[config.mk]
export PLATFORM = sky130hd
export DESIGN_NAME = tea_round
export DESIGN_NICKNAME = d
export VERILOG_FILES = /design/src/sv/tea_pkg.sv /design/src/sv/tea_round.sv
export SDC_FILE = /design/constraint.sdc
export NUM_CORES = 1
export LEC_CHECK = 0
export BUFFER_PORTS_ARGS = -buffer_cell sky130_fd_sc_hd__buf_2
export CAP_MARGIN = 0
export CORE_ASPECT_RATIO = 1.1
export CORE_MARGIN = 3
export CORE_UTILIZATION = 40
export DETAILED_ROUTE_END_ITERATION = 7
export PLACE_DENSITY = 0.72
export SLEW_MARGIN = 20
export SYNTH_ARGS = -nofsm -noshare
export SYNTH_HDL_FRONTEND = slang
export SYNTH_SLANG_ARGS = --single-unit
[constraint.sdc]
create_clock -name clk -period 8.3 [get_ports clk]
set_clock_uncertainty 0.2 [all_clocks]
set_input_delay 0.83 -clock clk [delete_from_list [all_inputs] [get_ports clk]]
set_output_delay 0.83 -clock clk [all_outputs]
set_load 0.01 [all_outputs]
[src/sv/tea_pkg.sv]
// tea_pkg: shared types, constants and the round mix function of the tea block cipher
// depends on nothing; imported by tea_round and tea_block_cipher
package tea_pkg;

    localparam int TeaRounds = 32;
    localparam logic [31:0] TeaDelta = 32'h9e3779b9;
    localparam int TeaShiftLeft = 4;
    localparam int TeaShiftRight = 5;

    localparam logic [31:0] TeaKeyReset0 = 32'h78563412;
    localparam logic [31:0] TeaKeyReset1 = 32'hf0debc9a;
    localparam logic [31:0] TeaKeyReset2 = 32'h44332211;
    localparam logic [31:0] TeaKeyReset3 = 32'h88776655;

    localparam logic OpEncrypt = 1'b0;
    localparam logic OpDecrypt = 1'b1;

    localparam int AddrWidth = 4;

    typedef enum logic [1:0] {
        RegKey0 = 2'd0,
        RegKey1 = 2'd1,
        RegKey2 = 2'd2,
        RegKey3 = 2'd3
    } tea_reg_t;

    typedef struct packed {
        logic        op;
        logic [31:0] half_a_in;
        logic [31:0] half_b_in;
        logic        last_in;
    } tea_in_t;

    typedef struct packed {
        logic [31:0] half_a_out;
        logic [31:0] half_b_out;
        logic        last_out;
    } tea_out_t;

    typedef struct packed {
        logic        op;
        logic [31:0] a;
        logic [31:0] b;
        logic        last;
    } tea_stage_t;

    typedef struct packed {
        logic [31:0] k0;
        logic [31:0] k1;
        logic [31:0] k2;
        logic [31:0] k3;
    } tea_key_t;

    function automatic logic [31:0] tea_mix(
        input logic [31:0] x,
        input logic [31:0] sum,
        input logic [31:0] kl,
        input logic [31:0] kr
    );
        tea_mix = ((x << TeaShiftLeft) + kl) ^ (x + sum) ^ ((x >> TeaShiftRight) + kr);
    endfunction

endpackage

[src/sv/tea_round.sv]
// tea_round: one half-round of tea as a registered pipeline stage with valid/ready
// depends on tea_pkg (stage and key structs, tea_mix)
module tea_round
    import tea_pkg::*;
#(
    parameter int ROUNDS = TeaRounds,
    parameter int STAGE = 0
)
(
    input  logic       clk,
    input  logic       rst_n,
    input  tea_key_t   key,
    input  logic       up_valid,
    output logic       up_ready,
    input  tea_stage_t up,
    output logic       dn_valid,
    input  logic       dn_ready,
    output tea_stage_t dn
);

    localparam int RoundIdx = STAGE / 2;
    localparam bit SecondHalf = (STAGE % 2) == 1;
    localparam logic [63:0] SumEncWide = 64'(TeaDelta) * 64'(RoundIdx + 1);
    localparam logic [63:0] SumDecWide = 64'(TeaDelta) * 64'(ROUNDS - RoundIdx);
    localparam logic [31:0] SumEnc = SumEncWide[31:0];
    localparam logic [31:0] SumDec = SumDecWide[31:0];

    logic       valid_reg;
    tea_stage_t data_reg;
    tea_stage_t data_next;

    logic        upd_a;
    logic [31:0] src;
    logic [31:0] dst;
    logic [31:0] kl;
    logic [31:0] kr;
    logic [31:0] sum;
    logic [31:0] mix;
    logic [31:0] res;

    // encrypt updates a first, decrypt undoes b first
    always_comb
    begin
        upd_a = (up.op == OpEncrypt) ^ SecondHalf;
        src   = upd_a ? up.b : up.a;
        dst   = upd_a ? up.a : up.b;
        kl    = upd_a ? key.k0 : key.k2;
        kr    = upd_a ? key.k1 : key.k3;
        sum   = (up.op == OpEncrypt) ? SumEnc : SumDec;
        mix   = tea_mix(src, sum, kl, kr);
        res   = (up.op == OpEncrypt) ? (dst + mix) : (dst - mix);
        data_next = up;
        if (upd_a)
        begin
            data_next.a = res;
        end
        else
        begin
            data_next.b = res;
        end
    end

    assign up_ready = !valid_reg || dn_ready;

    always_ff @(posedge clk or negedge rst_n)
    begin
        if (!rst_n)
        begin
            valid_reg <= 1'b0;
        end
        else if (up_ready)
        begin
            valid_reg <= up_valid;
        end
    end

    always_ff @(posedge clk)
    begin
        if (up_ready && up_valid)
        begin
            data_reg <= data_next;
        end
    end

    assign dn_valid = valid_reg;
    assign dn       = data_reg;

    a_take_fills: assert property (@(posedge clk) disable iff (!rst_n)
        up_valid && up_ready |=> valid_reg)
        else $error("accepted block did not land in stage register");

    a_stall_holds: assert property (@(posedge clk) disable iff (!rst_n)
        valid_reg && !dn_ready |=> valid_reg && $stable(data_reg))
        else $error("stalled stage lost or changed its block");

    a_side_fields: assert property (@(posedge clk) disable iff (!rst_n)
        up_valid && up_ready |=> data_reg.op == $past(up.op) && data_reg.last == $past(up.last))
        else $error("op or last flag altered by round stage");

    a_one_half: assert property (@(posedge clk) disable iff (!rst_n)
        up_valid && up_ready |=>
            (data_reg.a == $past(up.a)) || (data_reg.b == $past(up.b)))
        else $error("half-round changed both words");

endmodule

==> metrics <==
synth-to-layout area growth 18.4%; router iterations before antenna repair 5; antenna violations before repair 8; CP required 8.24 ns; category of the critical setup timing path in -> reg; TritonCTS buffer count 9; slew margin rel. 50.9%; Post-CTS Setup Repair Bufs 0; synthesized instance count 1266; DPL Wire Length 28500 um; port buffer count 265; number of pins with negative max-slew slack in the final report 0; clock latency reported for the late side of the worst-skew pair 0.33 ns; number of synthesis warnings 0; top area cells in the synthesized netlist edfxtp_1, xnor2_1, ha_1, mux2_2, a21oi_1; final setup violation count 0; fraction of synthesized cell area taken by the top area cell type 18.3%; power per cell area 279 mW/mm2; starting DRC count in detailed routing 846; number of enable-type register cells in the synthesized netlist 66; clock transition at the registers of the reported paths 0.06 ns; CP Launch Type primary input; Achievable Freq 132 MHz; post-route DRC violation count 0; # rows 62; top-level port count 266; Max IR drop VDD 0.140 mV; switching part of the total power 47.1%; number of sinks on the clock net 67; vias in the first global route 9749; transition time at the pin with the least slew margin 0.728 ns; remaining antenna violation count after routing 0; post-layout min period 7.56 ns; quantity of hold-fixing buffers added after cts 0; clock share of power 9.3%; PnR Total Power 3.58 mW; Resize count post-CTS 0; maximum number of pins on one net before global-route repair 97; drt via density 5.60; Core Box Area 0.0264 mm2; proportion of power drawn by flip-flops and latches 16.2%; leakage power 5.69 nW; htree depth 3; initial core utilization 41.1%; final critical-path share of the clock period 91.0%; wire length of the first global-routing pass 51800 um; element type at the critical path end flop; global-route congestion overflow total 0; RSZ-0062 raised after global routing no; Chip Width 163 um; fillcell total 2595; total via count after detailed routing 10500; Hold Path Class in -> async; final standard cell area without fillers 0.0128 mm2; async set or reset register ratio after synthesis 1.49%; Critical Path AT 7.49 ns; Max Cap Viol 0; run status complete, no violations; Post-synth top flop edfxtp_1; final sum of negative setup slack 0 ns; Cell Area, Synth 0.0108 mm2; most used cells in the layout excluding fill and tap cells buf_2, xnor2_1, nand2_1; sequential cell area fraction in the yosys report 18.5%; final routed wire length divided by cell count 18.0 um; total of flip-flops plus latches after synthesis 67; post-synth net total 1562; Die H 179 um; Internal 1.90 mW; CTS max path bufs 2; final core utilization 48.7%; share of layout cells above drive strength 1 27.6%; Total Wirelength 33900 um; endpoints failing hold 0; switching power of the nets 1.69 mW; commonest non-fill, non-tap cell in the layout buf_2; Die Area 0.0291 mm2; Clock Root Buffer clkbuf_16; biggest area consumer among synthesized cells edfxtp_1; cell area reported after detailed placement 0.0125 mm2; Netlist cell types 94; peak fanout along the critical path 64; placer congestion estimate 0.922; Syn Area/Cell 8.57 um2; relative contribution of combinational cells to total power 74.5%; number of nets in the final layout 1810; Overall Global Routing Usage 22.2%; CTS tree done
## Yosys cell counts, types with 7 or more instances
library cell,n
clkbuf_1,25
nor2_1,85
a211oi_1,7
a21o_1,45
a31oi_1,17
and3_1,13
inv_1,35
a21oi_1,94
nand2b_1,18
xnor2_1,145
o31ai_1,10
o21bai_1,18
and2_1,7
o21ai_0,87
ha_1,95
nand3_1,20
xor2_1,50
nand2_1,118
o21a_1,12
nor3_1,20
mux2i_1,18
nor2b_1,16
mux2_2,89
o21ai_1,13
edfxtp_1,66
## power groups by stage
stage / sequential, mW / combinational [mW] / clock, mW
3_5_place_dp: 0.590 / 2.63 / 0
2_1_floorplan: 0.649 / 1.95 / 0
6_report: 0.582 / 2.67 / 0.332
5_1_grt: 0.593 / 2.96 / 0.357
3_3_place_gp: 0.590 / 2.59 / 0
4_1_cts: 0.584 / 2.64 / 0.339
## worst max-delay path, stage by stage
cell and delay, ns:
clkbuf_8 0.28, o21ai_0 0.67, ha_1 0.42, a21o_1 0.21, a21oi_1 0.24, nand2_1 0.16, a21o_1 0.20, a21oi_1 0.22
xnor2_1 0.16, xnor2_1 0.10, xnor2_1 0.56, nor4_1 0.14, o21ai_1 0.31, xnor2_1 0.18, ha_1 0.32, a21o_1 0.20
a21o_1 0.18, a21o_1 0.17, a21oi_1 0.13, nor2b_1 0.05, o21ai_0 0.15, nand2b_1 0.08, a221o_1 0.36, o21ai_0 0.24
a21oi_1 0.16, o211a_1 0.28, o21a_1 0.20, o31ai_1 0.27
## area by class of cell
cell class / count / area [um2] / share of cell area [%]
Tap cell: 352 / 440 / 3.43
Clock buffer: 9 / 225 / 1.75
Inverter: 36 / 135 / 1.05
Antenna cell: 8 / 20.0 / 0.156
Multi-Input combinational cell: 1121 / 8500 / 66.2
Clock inverter: 7 / 45.0 / 0.351
Timing Repair Buffer: 279 / 1470 / 11.4
Sequential cell: 67 / 2010 / 15.6
## metal layers
metal / GRT usage, % / routed length (um)
met5: 0 / 0
met4: 6.52 / 828
met3: 1.78 / 2240
met2: 34.7 / 15100
met1: 32.8 / 15700
## final timing paths
check | start | slack, ns | to | cells past startpoint
worst max-delay path | up[65] | 0.74 | dn[63] | 28
worst min-delay path | rst_n | 0.06 | dn_valid | 1
min in group clk | dn_valid | 0.35 | dn_valid | 2
max in group asynchronous | rst_n | 7.75 | dn_valid | 1
worst max register to register | dn_valid | 6.30 | dn[59] | 3
worst min register to register | dn_valid | 0.35 | dn_valid | 2
## through the flow
step / std cells / setup slack, ns / hold slack (ns)
5_1_grt: 1879 / 0.248 / 0.0489
3_3_place_gp: 1855 / 0.700 / 0.304
6_report: 1879 / 0.744 / 0.0629
3_5_place_dp: 1855 / 0.529 / 0.325
2_1_floorplan: 1266 / 0.0136 / 0.334
4_1_cts: 1871 / 0.874 / 0.0546
## cell families after synthesis
| kind of cell | synth area share, % |
|---|---|
| xor+xnor | 17.4 |
| simple gates | 15.8 |
| compound gates | 22.7 |
| flops | 18.5 |
| fa+ha+maj | 11.5 |
| buf+inv | 3.14 |
| mux | 10.9 |
## registers in the layout, indices dropped and copies added, names as in the netlist
signal and count:
dn 66, dn_valid 1
(Power assumes the default switching activity.)
